$ cat src/design/grc_pkg.sv
// Shared constants, types and the sine table builder for the raycast column renderer.
`timescale 1ns / 1ps
package grc_pkg;

    // Map geometry, fixed by the 16-bit wall row and 4-bit row index
    localparam int MAP_SIDE   = 16;
    localparam int MAP_BITS   = 4;
    localparam int POS_FRAC   = 12;
    localparam int DIST_W     = 13;
    localparam logic [DIST_W-1:0] MARCH_LIMIT = DIST_W'(MAP_SIDE * 256);

    // Trig table: one entry per 16 angle units, Q1.14 signed in 16 bits
    localparam int TRIG_DEPTH = 256;
    localparam int TRIG_BITS  = 8;
    localparam int TRIG_W     = 16;

    // Screen rows
    localparam int MAX_ROWS   = 64;
    localparam int ROWS_W     = 7;
    localparam int ROW_W      = 6;

    // Shared divider geometry
    localparam int DIV_NUM_W  = 20;
    localparam int DIV_DEN_W  = 14;
    localparam int DIV_CNT_W  = 5;

    // Input commands
    localparam logic CMD_LOAD = 1'b0;
    localparam logic CMD_CAST = 1'b1;

    // Shade codes
    localparam logic [3:0] SHADE_BLANK  = 4'd0;
    localparam logic [3:0] SHADE_FULL   = 4'd1;
    localparam logic [3:0] SHADE_DARK   = 4'd2;
    localparam logic [3:0] SHADE_MEDIUM = 4'd3;
    localparam logic [3:0] SHADE_LIGHT  = 4'd4;
    localparam logic [3:0] SHADE_PLUS   = 4'd5;
    localparam logic [3:0] SHADE_EQUALS = 4'd6;
    localparam logic [3:0] SHADE_DASH   = 4'd7;
    localparam logic [3:0] SHADE_DOT    = 4'd8;

    // Register indexes
    localparam logic [2:0] REG_ROWS   = 3'd0;
    localparam logic [2:0] REG_COLS   = 3'd1;
    localparam logic [2:0] REG_FOV    = 3'd2;
    localparam logic [2:0] REG_STEP   = 3'd3;
    localparam logic [2:0] REG_NEAR   = 3'd4;
    localparam logic [2:0] REG_MIDDLE = 3'd5;
    localparam logic [2:0] REG_FAR    = 3'd6;

    typedef struct packed {
        logic [6:0]  screen_rows;
        logic [7:0]  screen_columns;
        logic [11:0] field_of_view;
        logic [7:0]  march_step;
        logic [12:0] near_limit;
        logic [12:0] middle_limit;
        logic [12:0] far_limit;
    } cfg_t;

    typedef struct packed {
        logic load_map;
        logic load_cast;
        logic div_start;
        logic div_ceil;
        logic take_angle;
        logic take_trig;
        logic take_inc;
        logic march_adv;
        logic take_num;
        logic take_ceil;
        logic emit;
    } cmd_t;

    typedef struct packed {
        logic div_done;
        logic march_stop;
        logic rows_zero;
        logic row_last;
    } sts_t;

    typedef logic [TRIG_DEPTH*TRIG_W-1:0] sine_tab_t;

    // Build the signed sine table from the folded odd polynomial
    function automatic sine_tab_t build_sine_tab();
        sine_tab_t tab;
        longint ph;
        longint quad;
        longint r;
        longint z;
        longint z2;
        longint s;
        longint y;
        int p;
        tab = '0;
        for (p = 0; p < TRIG_DEPTH; p++) begin
            ph = longint'(p) << (16 - TRIG_BITS);
            quad = (ph >> 14) & 64'sd3;
            r = ph & 64'sd16383;
            if (quad[0]) begin
                r = 64'sd16384 - r;
            end
            z = r * 4;
            z2 = (z * z) >>> 16;
            s = 11;
            s = -307 + ((z2 * s) >>> 16);
            s = 5223 + ((z2 * s) >>> 16);
            s = -42334 + ((z2 * s) >>> 16);
            s = 102944 + ((z2 * s) >>> 16);
            y = (z * s) >>> 18;
            if (y > 16384) begin
                y = 16384;
            end
            if (y < 0) begin
                y = 0;
            end
            if (quad[1]) begin
                y = -y;
            end
            tab[p*TRIG_W +: TRIG_W] = TRIG_W'(y);
        end
        return tab;
    endfunction

endpackage

$ cat src/design/grid_raycast_column_renderer_unit.sv
// Top level: configuration registers, controller and datapath of the raycast renderer.
`timescale 1ns / 1ps
// Usage:
//   item channel (item_valid/item_ready): command 0 loads one 16-cell map row
//   (map_row, wall_bits) and produces no beat; command 1 casts one screen column
//   from player_x/player_y (Q4.12), view_angle and screen_column.
//   shade channel (shade_valid/shade_ready): one beat per screen row, row 0 first,
//   with row_number, shade_code, ray_distance, wall_found; last_row marks the end.
//   APB port: registers at 4*i, written on psel & penable & pwrite; pready is high.
// A cast is taken in, then runs the angle divide, trig lookup, step set-up, ray march
//   (until a wall, the map edge or distance 4096), ceiling product and ceiling divide
//   before the first beat; then one row per cycle while the receiver takes beats.
//   Both divides run on one shared bit-serial divider, whose done flag is registered
//   from its last iteration. After a load the block is ready for the next item.
//   One item is in work at a time; the next item is taken once the last row sits in
//   the output register.
// Reset: map cleared to all open, registers to their defaults, no beat pending.
// Stall: while shade_ready is low the current beat holds and row emission pauses.
module grid_raycast_column_renderer_unit (
    input  logic        clk,
    input  logic        rst_n,
    // item channel
    input  logic        item_valid,
    output logic        item_ready,
    input  logic        command,
    input  logic [3:0]  map_row,
    input  logic [15:0] wall_bits,
    input  logic [15:0] player_x,
    input  logic [15:0] player_y,
    input  logic [11:0] view_angle,
    input  logic [7:0]  screen_column,
    // shade channel
    output logic        shade_valid,
    input  logic        shade_ready,
    output logic [5:0]  row_number,
    output logic [3:0]  shade_code,
    output logic [12:0] ray_distance,
    output logic        wall_found,
    output logic        last_row,
    // configuration port
    input  logic        psel,
    input  logic        penable,
    input  logic        pwrite,
    input  logic [4:0]  paddr,
    input  logic [31:0] pwdata,
    output logic [31:0] prdata,
    output logic        pready
);
    grc_pkg::cfg_t cfg_reg;
    grc_pkg::cmd_t cmd;
    grc_pkg::sts_t sts;
    logic          wr_en;
    logic [2:0]    reg_idx;

    assign pready  = 1'b1;
    assign wr_en   = psel && penable && pwrite && pready;
    assign reg_idx = paddr[4:2];

    // Write configuration registers
    always_ff @(posedge clk or negedge rst_n)
    begin
        if (!rst_n)
        begin
            cfg_reg.screen_rows    <= 7'd40;
            cfg_reg.screen_columns <= 8'd120;
            cfg_reg.field_of_view  <= 12'd1024;
            cfg_reg.march_step     <= 8'd26;
            cfg_reg.near_limit     <= 13'd1024;
            cfg_reg.middle_limit   <= 13'd1365;
            cfg_reg.far_limit      <= 13'd2048;
        end
        else if (wr_en)
        begin
            unique case (reg_idx)
                grc_pkg::REG_ROWS:   cfg_reg.screen_rows    <= pwdata[6:0];
                grc_pkg::REG_COLS:   cfg_reg.screen_columns <= pwdata[7:0];
                grc_pkg::REG_FOV:    cfg_reg.field_of_view  <= pwdata[11:0];
                grc_pkg::REG_STEP:   cfg_reg.march_step     <= pwdata[7:0];
                grc_pkg::REG_NEAR:   cfg_reg.near_limit     <= pwdata[12:0];
                grc_pkg::REG_MIDDLE: cfg_reg.middle_limit   <= pwdata[12:0];
                grc_pkg::REG_FAR:    cfg_reg.far_limit      <= pwdata[12:0];
                default:             ;
            endcase
        end
    end

    // Read back configuration registers
    always_comb
    begin
        unique case (reg_idx)
            grc_pkg::REG_ROWS:   prdata = {25'b0, cfg_reg.screen_rows};
            grc_pkg::REG_COLS:   prdata = {24'b0, cfg_reg.screen_columns};
            grc_pkg::REG_FOV:    prdata = {20'b0, cfg_reg.field_of_view};
            grc_pkg::REG_STEP:   prdata = {24'b0, cfg_reg.march_step};
            grc_pkg::REG_NEAR:   prdata = {19'b0, cfg_reg.near_limit};
            grc_pkg::REG_MIDDLE: prdata = {19'b0, cfg_reg.middle_limit};
            grc_pkg::REG_FAR:    prdata = {19'b0, cfg_reg.far_limit};
            default:             prdata = '0;
        endcase
    end

    grc_ctrl u_ctrl (
        .clk         (clk),
        .rst_n       (rst_n),
        .item_valid  (item_valid),
        .item_ready  (item_ready),
        .command     (command),
        .shade_valid (shade_valid),
        .shade_ready (shade_ready),
        .cmd         (cmd),
        .sts         (sts)
    );

    grc_datapath u_dp (
        .clk           (clk),
        .rst_n         (rst_n),
        .cmd           (cmd),
        .sts           (sts),
        .cfg           (cfg_reg),
        .map_row       (map_row),
        .wall_bits     (wall_bits),
        .player_x      (player_x),
        .player_y      (player_y),
        .view_angle    (view_angle),
        .screen_column (screen_column),
        .row_number    (row_number),
        .shade_code    (shade_code),
        .ray_distance  (ray_distance),
        .wall_found    (wall_found),
        .last_row      (last_row)
    );

endmodule

$ cat src/design/grc_divider.sv
// Restoring unsigned divider, one quotient bit per cycle.
`timescale 1ns / 1ps
module grc_divider (
    input  logic                          clk,
    input  logic                          rst_n,
    input  logic                          start,
    input  logic [grc_pkg::DIV_NUM_W-1:0] dividend,
    input  logic [grc_pkg::DIV_DEN_W-1:0] divisor,
    output logic                          done,
    output logic [grc_pkg::DIV_NUM_W-1:0] quotient
);
    localparam int NW = grc_pkg::DIV_NUM_W;
    localparam int DW = grc_pkg::DIV_DEN_W;
    localparam int CW = grc_pkg::DIV_CNT_W;

    logic [CW-1:0] cnt_reg;
    logic          done_reg;
    logic [DW-1:0] rem_reg;
    logic [NW-1:0] quo_reg;
    logic [DW-1:0] den_reg;
    logic [DW:0]   rem_sh;
    logic [DW:0]   rem_sub;
    logic          fits;

    // Shift in the next dividend bit and try the subtract
    always_comb
    begin
        rem_sh  = {rem_reg, quo_reg[NW-1]};
        fits    = rem_sh >= {1'b0, den_reg};
        rem_sub = fits ? (rem_sh - {1'b0, den_reg}) : rem_sh;
    end

    // Count the iterations and flag the last one
    always_ff @(posedge clk or negedge rst_n)
    begin
        if (!rst_n)
        begin
            cnt_reg  <= '0;
            done_reg <= 1'b0;
        end
        else
        begin
            done_reg <= (cnt_reg == CW'(1));
            if (start)
            begin
                cnt_reg <= CW'(NW);
            end
            else if (cnt_reg != '0)
            begin
                cnt_reg <= cnt_reg - CW'(1);
            end
        end
    end

    // Hold the partial remainder and quotient
    always_ff @(posedge clk)
    begin
        if (start)
        begin
            rem_reg <= '0;
            quo_reg <= dividend;
            den_reg <= divisor;
        end
        else if (cnt_reg != '0)
        begin
            rem_reg <= rem_sub[DW-1:0];
            quo_reg <= {quo_reg[NW-2:0], fits};
        end
    end

    assign done     = done_reg;
    assign quotient = quo_reg;

endmodule

$ cat src/design/grc_datapath.sv
// Datapath: wall map, angle and trig, ray march, ceiling/floor and shade selection.
`timescale 1ns / 1ps
module grc_datapath (
    input  logic                  clk,
    input  logic                  rst_n,
    input  grc_pkg::cmd_t         cmd,
    output grc_pkg::sts_t         sts,
    input  grc_pkg::cfg_t         cfg,
    input  logic [3:0]            map_row,
    input  logic [15:0]           wall_bits,
    input  logic [15:0]           player_x,
    input  logic [15:0]           player_y,
    input  logic [11:0]           view_angle,
    input  logic [7:0]            screen_column,
    output logic [5:0]            row_number,
    output logic [3:0]            shade_code,
    output logic [12:0]           ray_distance,
    output logic                  wall_found,
    output logic                  last_row
);
    localparam grc_pkg::sine_tab_t SINE_TAB = grc_pkg::build_sine_tab();
    localparam int TB = grc_pkg::TRIG_BITS;
    localparam int TW = grc_pkg::TRIG_W;
    localparam int MB = grc_pkg::MAP_BITS;
    localparam int PF = grc_pkg::POS_FRAC;
    localparam int DW = grc_pkg::DIST_W;
    localparam int RW = grc_pkg::ROWS_W;
    localparam int YW = grc_pkg::ROW_W;
    localparam int NW = grc_pkg::DIV_NUM_W;
    localparam int EW = grc_pkg::DIV_DEN_W;

    // Map store
    logic [grc_pkg::MAP_SIDE-1:0] map_reg [grc_pkg::MAP_SIDE];

    // Per-cast registers
    logic [15:0]        px_reg;
    logic [15:0]        py_reg;
    logic [11:0]        view_reg;
    logic [NW-1:0]      prod_reg;
    logic [7:0]         cols_reg;
    logic [7:0]         step_reg;
    logic [RW-1:0]      rows_reg;
    logic [11:0]        ang_reg;
    logic signed [TW-1:0] sn_reg;
    logic signed [TW-1:0] cs_reg;
    logic signed [23:0] ix_reg;
    logic signed [23:0] iy_reg;
    logic signed [27:0] ax_reg;
    logic signed [27:0] ay_reg;
    logic [DW-1:0]      d_reg;
    logic               hit_reg;
    logic               neg_reg;
    logic               dzero_reg;
    logic [NW-1:0]      mag_reg;
    logic [EW-1:0]      den_reg;
    logic signed [16:0] ceil_reg;
    logic signed [17:0] floor_reg;
    logic [6:0]         fsat_reg;
    logic [YW-1:0]      y_reg;

    // Output beat registers
    logic [5:0]  row_number_reg;
    logic [3:0]  shade_code_reg;
    logic [12:0] ray_distance_reg;
    logic        wall_found_reg;
    logic        last_row_reg;

    // Divider hookup
    logic          div_done;
    logic [NW-1:0] quotient;
    logic [NW-1:0] div_num;
    logic [EW-1:0] div_den;

    assign div_num = cmd.div_ceil ? mag_reg : prod_reg;
    assign div_den = cmd.div_ceil ? den_reg : {{(EW-8){1'b0}}, cols_reg};

    grc_divider u_div (
        .clk      (clk),
        .rst_n    (rst_n),
        .start    (cmd.div_start),
        .dividend (div_num),
        .divisor  (div_den),
        .done     (div_done),
        .quotient (quotient)
    );

    // Trig lookup and march position
    logic [TB-1:0]      sin_idx;
    logic [TB-1:0]      cos_idx;
    logic signed [19:0] sum_x;
    logic signed [19:0] sum_y;
    logic               in_map;
    logic [MB-1:0]      cx;
    logic [MB-1:0]      cy;
    logic               wall_here;
    logic               dist_done;

    always_comb
    begin
        sin_idx   = ang_reg[11 -: TB];
        cos_idx   = sin_idx + TB'(grc_pkg::TRIG_DEPTH / 4);
        sum_x     = $signed({4'b0, px_reg}) + $signed({{2{ax_reg[27]}}, ax_reg[27:10]});
        sum_y     = $signed({4'b0, py_reg}) + $signed({{2{ay_reg[27]}}, ay_reg[27:10]});
        in_map    = (sum_x[19:PF+MB] == '0) && (sum_y[19:PF+MB] == '0);
        cx        = sum_x[PF+MB-1:PF];
        cy        = sum_y[PF+MB-1:PF];
        wall_here = map_reg[cy][cx];
        dist_done = d_reg >= grc_pkg::MARCH_LIMIT;
    end

    // Ceiling from the quotient, floor from the ceiling
    logic signed [16:0] ceil_next;
    logic signed [17:0] floor_next;
    logic signed [21:0] num_full;
    logic signed [13:0] d_off;

    always_comb
    begin
        d_off = $signed({1'b0, d_reg}) - 14'sd512;
        num_full = $signed({15'b0, rows_reg}) * $signed({{8{d_off[13]}}, d_off});
        if (dzero_reg)
        begin
            ceil_next = -17'sd1;
        end
        else if (neg_reg)
        begin
            ceil_next = -$signed({1'b0, quotient[15:0]});
        end
        else
        begin
            ceil_next = $signed({1'b0, quotient[15:0]});
        end
        floor_next = $signed({11'b0, rows_reg}) - $signed({ceil_next[16], ceil_next});
    end

    // Shade for the current row
    logic signed [17:0] ys;
    logic signed [8:0]  y9;
    logic signed [8:0]  t4;
    logic signed [8:0]  t3;
    logic signed [8:0]  t2;
    logic [14:0]        f3_prod;
    logic [3:0]         shade;

    always_comb
    begin
        ys      = $signed({{(18-YW){1'b0}}, y_reg});
        y9      = $signed({{(9-YW){1'b0}}, y_reg});
        f3_prod = 15'(fsat_reg) * 15'd171;
        t4      = $signed({2'b0, rows_reg}) - $signed({4'b0, fsat_reg[6:2]});
        t3      = $signed({2'b0, rows_reg}) - $signed({3'b0, f3_prod[14:9]});
        t2      = $signed({2'b0, rows_reg}) - $signed({3'b0, fsat_reg[6:1]});
        shade   = grc_pkg::SHADE_BLANK;
        if ((ys > $signed({ceil_reg[16], ceil_reg})) && (ys <= floor_reg))
        begin
            if (d_reg <= cfg.near_limit)
                shade = grc_pkg::SHADE_FULL;
            else if (d_reg <= cfg.middle_limit)
                shade = grc_pkg::SHADE_DARK;
            else if (d_reg <= cfg.far_limit)
                shade = grc_pkg::SHADE_MEDIUM;
            else if (hit_reg)
                shade = grc_pkg::SHADE_LIGHT;
            else
                shade = grc_pkg::SHADE_BLANK;
        end
        else if (ys > floor_reg)
        begin
            if (y9 > t4)
                shade = grc_pkg::SHADE_PLUS;
            else if (y9 > t3)
                shade = grc_pkg::SHADE_EQUALS;
            else if (y9 > t2)
                shade = grc_pkg::SHADE_DASH;
            else
                shade = grc_pkg::SHADE_DOT;
        end
    end

    // Write map rows
    always_ff @(posedge clk or negedge rst_n)
    begin
        if (!rst_n)
        begin
            for (int i = 0; i < grc_pkg::MAP_SIDE; i++)
            begin
                map_reg[i] <= '0;
            end
        end
        else if (cmd.load_map)
        begin
            map_reg[map_row] <= wall_bits;
        end
    end

    // Work registers of one cast
    always_ff @(posedge clk)
    begin
        if (cmd.load_cast)
        begin
            px_reg   <= player_x;
            py_reg   <= player_y;
            view_reg <= view_angle;
            prod_reg <= NW'(screen_column) * NW'(cfg.field_of_view);
            cols_reg <= (cfg.screen_columns == '0) ? 8'd1 : cfg.screen_columns;
            step_reg <= (cfg.march_step == '0) ? 8'd1 : cfg.march_step;
            rows_reg <= (cfg.screen_rows > RW'(grc_pkg::MAX_ROWS)) ?
                        RW'(grc_pkg::MAX_ROWS) : cfg.screen_rows;
        end
        if (cmd.take_angle)
        begin
            ang_reg <= view_reg - {1'b0, cfg.field_of_view[11:1]} + quotient[11:0];
        end
        if (cmd.take_trig)
        begin
            sn_reg <= $signed(SINE_TAB[sin_idx*TW +: TW]);
            cs_reg <= $signed(SINE_TAB[cos_idx*TW +: TW]);
        end
        if (cmd.take_inc)
        begin
            ix_reg  <= $signed({{8{cs_reg[TW-1]}}, cs_reg}) * $signed({16'b0, step_reg});
            iy_reg  <= $signed({{8{sn_reg[TW-1]}}, sn_reg}) * $signed({16'b0, step_reg});
            ax_reg  <= '0;
            ay_reg  <= '0;
            d_reg   <= '0;
            hit_reg <= 1'b0;
        end
        else if (cmd.march_adv && !dist_done)
        begin
            if (!in_map)
            begin
                d_reg <= grc_pkg::MARCH_LIMIT;
            end
            else if (wall_here)
            begin
                hit_reg <= 1'b1;
            end
            else
            begin
                d_reg  <= d_reg + {5'b0, step_reg};
                ax_reg <= ax_reg + {{4{ix_reg[23]}}, ix_reg};
                ay_reg <= ay_reg + {{4{iy_reg[23]}}, iy_reg};
            end
        end
        if (cmd.take_num)
        begin
            neg_reg   <= num_full[21];
            mag_reg   <= num_full[21] ? NW'(-num_full) : NW'(num_full);
            den_reg   <= {d_reg, 1'b0};
            dzero_reg <= (d_reg == '0);
        end
        if (cmd.take_ceil)
        begin
            ceil_reg  <= ceil_next;
            floor_reg <= floor_next;
            fsat_reg  <= (floor_next > 18'sd127) ? 7'd127 : floor_next[6:0];
            y_reg     <= '0;
        end
        else if (cmd.emit)
        begin
            y_reg <= y_reg + YW'(1);
        end
    end

    // Load the output beat
    always_ff @(posedge clk)
    begin
        if (cmd.emit)
        begin
            row_number_reg   <= y_reg;
            shade_code_reg   <= shade;
            ray_distance_reg <= d_reg;
            wall_found_reg   <= hit_reg;
            last_row_reg     <= sts.row_last;
        end
    end

    always_comb
    begin
        sts.div_done   = div_done;
        sts.march_stop = dist_done || !in_map || wall_here;
        sts.rows_zero  = (rows_reg == '0);
        sts.row_last   = (({1'b0, y_reg} + RW'(1)) == rows_reg);
    end

    assign row_number   = row_number_reg;
    assign shade_code   = shade_code_reg;
    assign ray_distance = ray_distance_reg;
    assign wall_found   = wall_found_reg;
    assign last_row     = last_row_reg;

endmodule

$ cat src/design/grc_ctrl.sv
// Controller: sequences load, angle divide, march, ceiling divide and row emission.
`timescale 1ns / 1ps
module grc_ctrl (
    input  logic          clk,
    input  logic          rst_n,
    input  logic          item_valid,
    output logic          item_ready,
    input  logic          command,
    output logic          shade_valid,
    input  logic          shade_ready,
    output grc_pkg::cmd_t cmd,
    input  grc_pkg::sts_t sts
);
    localparam logic [3:0] S_IDLE      = 4'd0;
    localparam logic [3:0] S_ADIV_GO   = 4'd1;
    localparam logic [3:0] S_ADIV_WAIT = 4'd2;
    localparam logic [3:0] S_TRIG      = 4'd3;
    localparam logic [3:0] S_INC       = 4'd4;
    localparam logic [3:0] S_MARCH     = 4'd5;
    localparam logic [3:0] S_CMUL      = 4'd6;
    localparam logic [3:0] S_CDIV_GO   = 4'd7;
    localparam logic [3:0] S_CDIV_WAIT = 4'd8;
    localparam logic [3:0] S_EMIT      = 4'd9;

    logic [3:0] state_reg;
    logic [3:0] state_next;
    logic       out_valid_reg;
    logic       out_valid_next;
    logic       accept;

    assign item_ready  = (state_reg == S_IDLE);
    assign accept      = item_valid && item_ready;
    assign shade_valid = out_valid_reg;

    // Next state and commands
    always_comb
    begin
        cmd        = '0;
        state_next = state_reg;
        unique case (state_reg)
            S_IDLE:
            begin
                if (accept)
                begin
                    if (command == grc_pkg::CMD_CAST)
                    begin
                        cmd.load_cast = 1'b1;
                        state_next    = S_ADIV_GO;
                    end
                    else
                    begin
                        cmd.load_map = 1'b1;
                    end
                end
            end
            S_ADIV_GO:
            begin
                cmd.div_start = 1'b1;
                state_next    = S_ADIV_WAIT;
            end
            S_ADIV_WAIT:
            begin
                if (sts.div_done)
                begin
                    cmd.take_angle = 1'b1;
                    state_next     = S_TRIG;
                end
            end
            S_TRIG:
            begin
                cmd.take_trig = 1'b1;
                state_next    = S_INC;
            end
            S_INC:
            begin
                cmd.take_inc = 1'b1;
                state_next   = S_MARCH;
            end
            S_MARCH:
            begin
                cmd.march_adv = 1'b1;
                if (sts.march_stop)
                begin
                    state_next = S_CMUL;
                end
            end
            S_CMUL:
            begin
                cmd.take_num = 1'b1;
                state_next   = sts.rows_zero ? S_IDLE : S_CDIV_GO;
            end
            S_CDIV_GO:
            begin
                cmd.div_start = 1'b1;
                cmd.div_ceil  = 1'b1;
                state_next    = S_CDIV_WAIT;
            end
            S_CDIV_WAIT:
            begin
                cmd.div_ceil = 1'b1;
                if (sts.div_done)
                begin
                    cmd.take_ceil = 1'b1;
                    state_next    = S_EMIT;
                end
            end
            S_EMIT:
            begin
                if (!out_valid_reg || shade_ready)
                begin
                    cmd.emit = 1'b1;
                    if (sts.row_last)
                    begin
                        state_next = S_IDLE;
                    end
                end
            end
            default:
            begin
                state_next = S_IDLE;
            end
        endcase
    end

    // Hold the output beat until taken
    always_comb
    begin
        priority if (cmd.emit)
            out_valid_next = 1'b1;
        else if (shade_ready)
            out_valid_next = 1'b0;
        else
            out_valid_next = out_valid_reg;
    end

    always_ff @(posedge clk or negedge rst_n)
    begin
        if (!rst_n)
        begin
            state_reg     <= S_IDLE;
            out_valid_reg <= 1'b0;
        end
        else
        begin
            state_reg     <= state_next;
            out_valid_reg <= out_valid_next;
        end
    end

    // A new beat never overwrites one still waiting
    assert property (@(posedge clk) disable iff (!rst_n)
        cmd.emit |-> (!out_valid_reg || shade_ready))
        else $error("beat overwritten while stalled");

    // A cast starts the angle divide next cycle
    assert property (@(posedge clk) disable iff (!rst_n)
        (accept && command == grc_pkg::CMD_CAST) |=> (state_reg == S_ADIV_GO))
        else $error("cast did not start the angle divide");

    // Divider finishes only while waited for
    assert property (@(posedge clk) disable iff (!rst_n)
        sts.div_done |-> (state_reg == S_ADIV_WAIT || state_reg == S_CDIV_WAIT))
        else $error("divider done outside a wait state");

endmodule

$ cat config.mk
export PLATFORM = sky130hd
export DESIGN_NAME = grid_raycast_column_renderer_unit
export DESIGN_NICKNAME = d
export VERILOG_FILES = /design/src/design/grc_pkg.sv /design/src/design/grid_raycast_column_renderer_unit.sv /design/src/design/grc_divider.sv /design/src/design/grc_datapath.sv /design/src/design/grc_ctrl.sv
export SDC_FILE = /design/constraint.sdc
export NUM_CORES = 2
export LEC_CHECK = 0
export ABC_AREA = 0
export BUFFER_PORTS_ARGS = -buffer_cell sky130_fd_sc_hd__buf_2
export CORE_ASPECT_RATIO = 1.75
export CORE_MARGIN = 2
export CORE_UTILIZATION = 25
export DETAILED_ROUTE_END_ITERATION = 7
export HOLD_SLACK_MARGIN = 0.1
export SYNTH_ARGS = -nofsm -noshare
export SYNTH_HDL_FRONTEND = slang
export SYNTH_HIERARCHICAL = 1
export SYNTH_SLANG_ARGS = --single-unit
$ cat constraint.sdc
create_clock -name clk -period 12.1 [get_ports clk]
set_input_delay 0.605 -clock clk [delete_from_list [all_inputs] [get_ports clk]]
set_output_delay 0.605 -clock clk [all_outputs]
set_load 0.02 [all_outputs]
After elaboration in Yosys (flattened, before gate mapping)
Index checks and enable logic that the tools add are counted.
{"block": "classes", "n_div": 0, "mux": 56, "bitwise": 3, "add_sub_neg": 19, "mul": 5, "n_lt_le_gt_ge": 17, "reduce_logical": 37, "n_shift": 2, "eq_ne": 25}
{"op": "$shiftx 4096x13->16 const A", "count": 2}
{"op": "$bwmux 256", "count": 1}
{"op": "$pmux 13 s7", "count": 1}
{"op": "$mux 20", "count": 4}
{"op": "$bmux 16 s4", "count": 1}
{"op": "$demux 16 s4", "count": 1}
{"op": "$mux 4", "count": 15}
{"op": "$add 28x28->28", "count": 2}
{"op": "$mul 16x9->24", "count": 2}
{"op": "$mux 16", "count": 3}
{"op": "$pmux 4 s10", "count": 1}
{"op": "$le 13x13->1", "count": 3}
{"op": "$add 17x18->19", "count": 2}
{"op": "$mux 17", "count": 2}
{"op": "$gt 7x9->1", "count": 3}
{"op": "$mux 13", "count": 2}
{"op": "$mul 8x14->22", "count": 1}
{"op": "$mul 8x12->20", "count": 1}
{"op": "$neg 20->20", "count": 1}
{"op": "$gt 18x8->1 const B", "count": 1}
{"op": "$gt 7x18->1", "count": 1}
{"op": "$le 7x18->1", "count": 1}
{"op": "$sub 8x17->18", "count": 1}
{"op": "$gt 7x17->1", "count": 1}
{"op": "other kinds (53)", "count": 111}
{"block": "word_totals", "n_memories": 0, "register_bits": 746, "latch_bits": 0, "romBits": 0, "mem_bits_rw": 0, "inputBits": 117, "word_cells": 225}

Logic depth before layout (Yosys ltp)
{"block": "logic_depth", "depth_word": 10, "depth_mapped": 32}

Modules after synthesis
Netlist, hierarchy kept.
{"mod": "grc_datapath", "area_per_inst_um2": 51702.1, "instances": 1, "cells_each": 5107, "seq_area_each_um2": 16245.6}
{"mod": "grid_raycast_column_renderer_unit", "area_per_inst_um2": 3724.8, "instances": 1, "cells_each": 278, "seq_area_each_um2": 1874.3}
{"mod": "grc_divider", "area_per_inst_um2": 3026.7, "instances": 1, "cells_each": 285, "seq_area_each_um2": 1451.4}
{"mod": "grc_ctrl", "area_per_inst_um2": 439.2, "instances": 1, "cells_each": 54, "seq_area_each_um2": 125.1}

Least setup slack after synthesis
OpenSTA, ideal clock, no wires.
{"block": "synth_timing", "path_kind": "reg2reg", "start": "register u_dp.fsat_reg[5]", "end": "register u_dp.shade_code_reg[2] (netlist: u_dp/shade_code[2]), data pin", "setup_time_ns": 0.265, "t_arrival_ns": 5.950, "stages_incl_launch_ff": 32, "period_less_slack_ns": 6.214, "setup_slack_ns": 5.886, "path_cell_list": "edfxtp_1 > ha_1 > ha_1 > inv_1 > fa_1 > inv_1 > fa_1 > ha_1 > a21o_1 > a21o_1 > a21o_1 > a21oi_1 > nor2b_1 > o21a_1 > o21a_1 > o21a_1 > or2_2 > ha_1 > inv_1 > a21oi_1 > o21ai_0 > a21oi_1 > nand2b_1 > ha_1 > nor2b_1 > o22ai_1 > o22a_1 > o32ai_1 > nor2_1 > inv_1 > o21ai_0 > o21ai_0"}
{"block": "synth_via", "elab_chain_len": 7, "elab_cells_between_ends": 12, "classes_between": "3 x add/sub; 1 x mul; 3 x order compare; 5 x mux"}
{"item": "from (decl)", "line": "grc_datapath.sv:58", "rtl": "logic [6:0] fsat_reg;"}
{"item": "from (signal assigned)", "line": "grc_datapath.sv:256", "rtl": "fsat_reg <= (floor_next > 18'sd127) ? 7'd127 : floor_next[6:0];"}
{"item": "$mul 7x8->15 or $sub 7x6->8 (tied branches)", "line": "grc_datapath.sv:149, grc_datapath.sv:152"}
{"item": "$sub 7x6->8 or $gt 7x9->1 (tied branches)", "line": "grc_datapath.sv:151, grc_datapath.sv:173"}
{"item": "$gt 7x9->1 or $mux 4 (tied branches)", "line": "grc_datapath.sv:171, grc_datapath.sv:173"}
{"item": "$mux 4", "line": "grc_datapath.sv:171", "rtl": "else if (y9 > t3)"}
{"item": "$mux 4 (*)", "line": "grc_datapath.sv:169", "rtl": "if (y9 > t4)"}
{"item": "$mux 4 (*)", "line": "grc_datapath.sv:167", "rtl": "else if (ys > floor_reg)"}
{"item": "$mux 4 (*)", "line": "grc_datapath.sv:154", "rtl": "if ((ys > $signed({ceil_reg[16], ceil_reg})) && (ys <= floor_reg))"}
{"item": "named net u_dp.shade[2]", "line": "grc_datapath.sv:143", "rtl": "logic [3:0] shade;"}
{"item": "to (signal assigned)", "line": "grc_datapath.sv:271", "rtl": "shade_code_reg <= shade;"}
{"item": "to (decl)", "line": "grc_datapath.sv:63", "rtl": "logic [3:0] shade_code_reg;"}
Mark *: on every way through the listed nets, which the timed path passes. The rest lies on a longest branch.
A chain may end at the register's enable or synchronous reset.

Worst setup path after layout
{"block": "layout_timing", "start": "register u_dp.py_reg[2]", "end": "register u_dp.d_reg[4]"}
{"block": "layout_via", "elab_chain_len": 9, "elab_cells_between_ends": 12, "classes_between": "1 x add/sub; 1 x eq/ne; 6 x mux; 1 x bitwise; 3 x reduce/logical"}
{"item": "from (decl)", "line": "grc_datapath.sv:37", "rtl": "logic [15:0] py_reg;"}
{"item": "from (signal assigned)", "line": "grc_datapath.sv:202", "rtl": "py_reg <= player_y;"}
{"item": "$add 17x18->19 (*)", "line": "grc_datapath.sv:103", "rtl": "sum_y = $signed({4'b0, py_reg}) + $signed({{2{ay_reg[27]}}, ay_reg[27:10]});"}
{"item": "$not 4->5 (implied by the code)", "line": "grc_datapath.sv:107", "rtl": "wall_here = map_reg[cy][cx];"}
{"item": "$bmux 16 s4", "line": "grc_datapath.sv:107"}
{"item": "$mux 16 (implied by the code) (2 in a row)", "line": "grc_datapath.sv:107"}
{"item": "$bmux 1 s4", "line": "grc_datapath.sv:107"}
{"item": "$mux 1 (implied by the code)", "line": "grc_datapath.sv:107"}
{"item": "$ne 2x2->1 (no source line)"}
{"item": "$reduce_and 2->1 (no source line)"}
{"item": "to (signal assigned)", "line": "grc_datapath.sv:232", "rtl": "d_reg <= grc_pkg::MARCH_LIMIT;"}
{"item": "to (signal assigned)", "line": "grc_datapath.sv:240", "rtl": "d_reg <= d_reg + {5'b0, step_reg};"}
{"item": "to (decl)", "line": "grc_datapath.sv:50", "rtl": "logic [DW-1:0] d_reg;"}
Mark *: on every way between the ends. The rest lies on a longest branch, timed or not. The select of a mux whose other input is x is not followed.

==> impl_metrics.ini <==
[sta]
setup-tns-final_ps = 0
finalHoldViolations = 0
fin_crit_sh = 0.5764
slew_headroom = 0.1311
finalMaxSlewViolations = 0
worstMarginPinSlew_ps = 1290
clock.fmax_mhz = 143.4
setup_viol = 0
fin_skew_ps = 55.89
rsz0062_at_grt = false
fin_crit_ps = 6975

[power_and_ir_drop]
power_frac_comb = 0.593
p_leak_nw = 29.11
p_int_mw = 9.664
switching_share = 0.4324
ir_worst_vdd_v = 0.0002373
p_sw_mw = 7.364
p_per_area_nw_per_um2 = 258.0
pwr-share-clk = 0.155
power_frac_seq = 0.252

[floorplan]
start_util = 0.2516
io_pins = 177
core.rowCount = 235
die_x_um = 370.9
core_area_um2 = 234000
dieArea_um2 = 239600
chipHeight_um = 646.1

[synth]
synth_cells = 5724
synth_top_flop_cell = dfrtp_1
synth.largest_area_cell = edfxtp_1
syn_area_um2 = 58890
synthTopCellsByArea = edfxtp_1 (16%), dfrtp_1 (14%), fa_1 (12%), ha_1 (9.5%), mux2_2 (7.3%)
synth_commonest_cells = inv_1 (645), ha_1 (449), nand2_1 (405), mux2_2 (381), fa_1 (363)
ys_seq_area_frac = 0.3344
synth.distinct_cells = 104
avgSynthCellArea_um2 = 10.29
synth_enable_flop_cells = 311
yosysTopAreaCellShare = 0.1586
yosysMostFrequentCell = inv_1
ys_ff_latch = 742
async_flop_share = 0.4596
ys.warnings.count = 6

[layout]
nNetsFinal = 6707
area_delta_synth_final_pct = 12.07
num-fill-cells = 24420
finalNonFillerCells = 8933
drive_above_1_share = 0.1511
largest_reg_flops = 256

[setup_path]
cp-start-kind = register
r2r-start = u_dp/py_reg[2]$_DFFE_PP_
worst-setup-path-type = register to register
arrival_ps = 7600
r2r-end = u_dp/d_reg[4]$_SDFFE_PP0P_
ff2ff_path_depth = 16
r2r_setup_slack_ps = 5130
path_max_fanout = 60
cp-end-kind = register
crit_required_ps = 12730

[clock_network]
htreeDepth = 3
clockBufferDepth = 3
cts_setup_buffers = 0
cts_buffers = 80
cts.sink_count = 742
cts_tree = built
clkLatencyLatePin_ps = 740
clk_pin_slew_worst_paths_ps = 70
clk_root_buffer_cell = clkbuf_16

[placement]
gp_congestion = 0.9657
portBuffers = 135
place_inst = 8752
dpl.hpwl_um = 133000

[global_routing]
grt.total_usage = 0.1491
antenna_found_initial = 23
grt_overflow = 0
grt_pass1_vias = 45520
grt_pass1_wl_um = 273700
grt_max_degree = 169

[drt]
num_vias = 42930
drtIter0Drc = 2502
wl_per_cell_um = 19.93
first_pass_iters = 5
totalWireLength_um = 178100
drc = 0
vias_per_cell = 4.806
postRouteAntennaNets = 0

[outcome]
status = finished clean

[min_path]
hold_path_startpoint = player_x[10]
hold_class = input port to register
min_to = u_dp/px_reg[10]$_DFFE_PP_
holdPathStages = 1

[flow_run]
timing.max_cap.violations = 0
[repair_timing]
| item | CTS | global route |
|---|---|---|
| resized for setup | 0 | 0 |
| hold buffers | 25 | 0 |
| hold endpoints to repair | 127 | 0 |
[worst max-delay path by stage]
stage | start | to | slack [ps] | cells after the start
6_report | u_dp/py_reg[2]$_DFFE_PP_ | u_dp/d_reg[4]$_SDFFE_PP0P_ | 5130 | 16
5_1_grt | u_dp/fsat_reg[5]$_SDFFCE_PN1P_ | u_dp/shade_code[0]$_DFFE_PP_ | 4560 | 29
4_1_cts | u_dp/fsat_reg[5]$_SDFFCE_PN1P_ | u_dp/shade_code[0]$_DFFE_PP_ | 5050 | 29
3_5_place_dp | u_dp/fsat_reg[5]$_SDFFCE_PN1P_ | u_dp/shade_code[0]$_DFFE_PP_ | 5060 | 29
3_3_place_gp | u_dp/fsat_reg[5]$_SDFFCE_PN1P_ | u_dp/shade_code[0]$_DFFE_PP_ | 5080 | 29
2_1_floorplan | u_dp/fsat_reg[5]$_SDFFCE_PN1P_ | u_dp/shade_code[2]$_DFFE_PP_ | 5890 | 31
[worst max-delay path, cell delays in order (launching register included)]
cell       delay [ps]
edfxtp_1          390
ha_1              320
a21oi_1           230
a211oi_2          150
nor2_1            250
a21boi_2          140
xnor2_4           520
buf_4             770
mux4_2            600
mux2_2            300
a22o_1            230
o21ai_0           410
nand4_1           340
a31oi_4           420
buf_4             840
nand2_1           530
o2bb2ai_1         290
[layout make-up]
cell class,count,area (um2),area share
well taps,3081,3855,0.05841
diodes,8,20.02,0.0003033
inverters,648,2432,0.03685
multi-input cells,4062,35600,0.5394
flip-flops and latches,742,19700,0.2984
clock inverters,45,613.1,0.009289
repair buffers,244,1579,0.02392
clock buffers,103,2201,0.03335
[metal layers]
| metal | vias to the layer above | wire length [um] | global-route usage |
|---|---|---|---|
| li1 | 19790 | - | - |
| met1 | 21620 | 66070 | 0.1619 |
| met2 | 1108 | 93450 | 0.2751 |
| met3 | 392 | 8510 | 0.02289 |
| met4 | 22 | 9906 | 0.07970 |
| met5 | - | 140 | 0 |
[power groups by stage]
stage / Clock (mW) / Sequential (mW) / Combinational (mW)
detailed placement: 0 / 4.33 / 10.1
global route: 2.82 / 4.35 / 11.5
floorplan: 0 / 4.08 / 7.85
global placement: 0 / 4.30 / 9.91
CTS: 2.73 / 4.29 / 10.2
finish: 2.65 / 4.29 / 10.1
[per-stage QoR]
| step | hold WS, ps | utilization | cell area (um2) | worst slack (ps) | power [mW] |
|---|---|---|---|---|---|
| after detailed placement | 487.2 | 0.2688 | 62920 | 5058 | 14.45 |
| after global routing | 130.7 | 0.2820 | 65990 | 4563 | 18.64 |
| final | 143.8 | 0.2820 | 66000 | 5125 | 17.03 |
| after floorplan | 309.4 | - | 58960 | 5886 | 11.93 |
| after CTS | 110.0 | 0.2819 | 65980 | 5050 | 17.21 |
| after global placement | 475.6 | 0.2688 | 62920 | 5082 | 14.21 |
[placed cells by master, fill, tap and decap left out, drive strengths merged, types with 219 or more instances in the layout]
master	count
buf	219
dfrtp	323
fa	363
and2	295
ha	449
inv	652
mux2	392
edfxtp	311
nand2	405
nor2	359
[logic make-up after synthesis]
kind of cell / after synthesis / share of synthesized area
other cells: 2 / 0.0001275
compound gates: 912 / 0.1019
buf+inv: 938 / 0.06386
fa+ha+maj: 812 / 0.2188
xor+xnor: 212 / 0.03166
simple gates: 1555 / 0.1316
mux: 551 / 0.1176
flops: 742 / 0.3344
(Power assumes the default switching activity.)
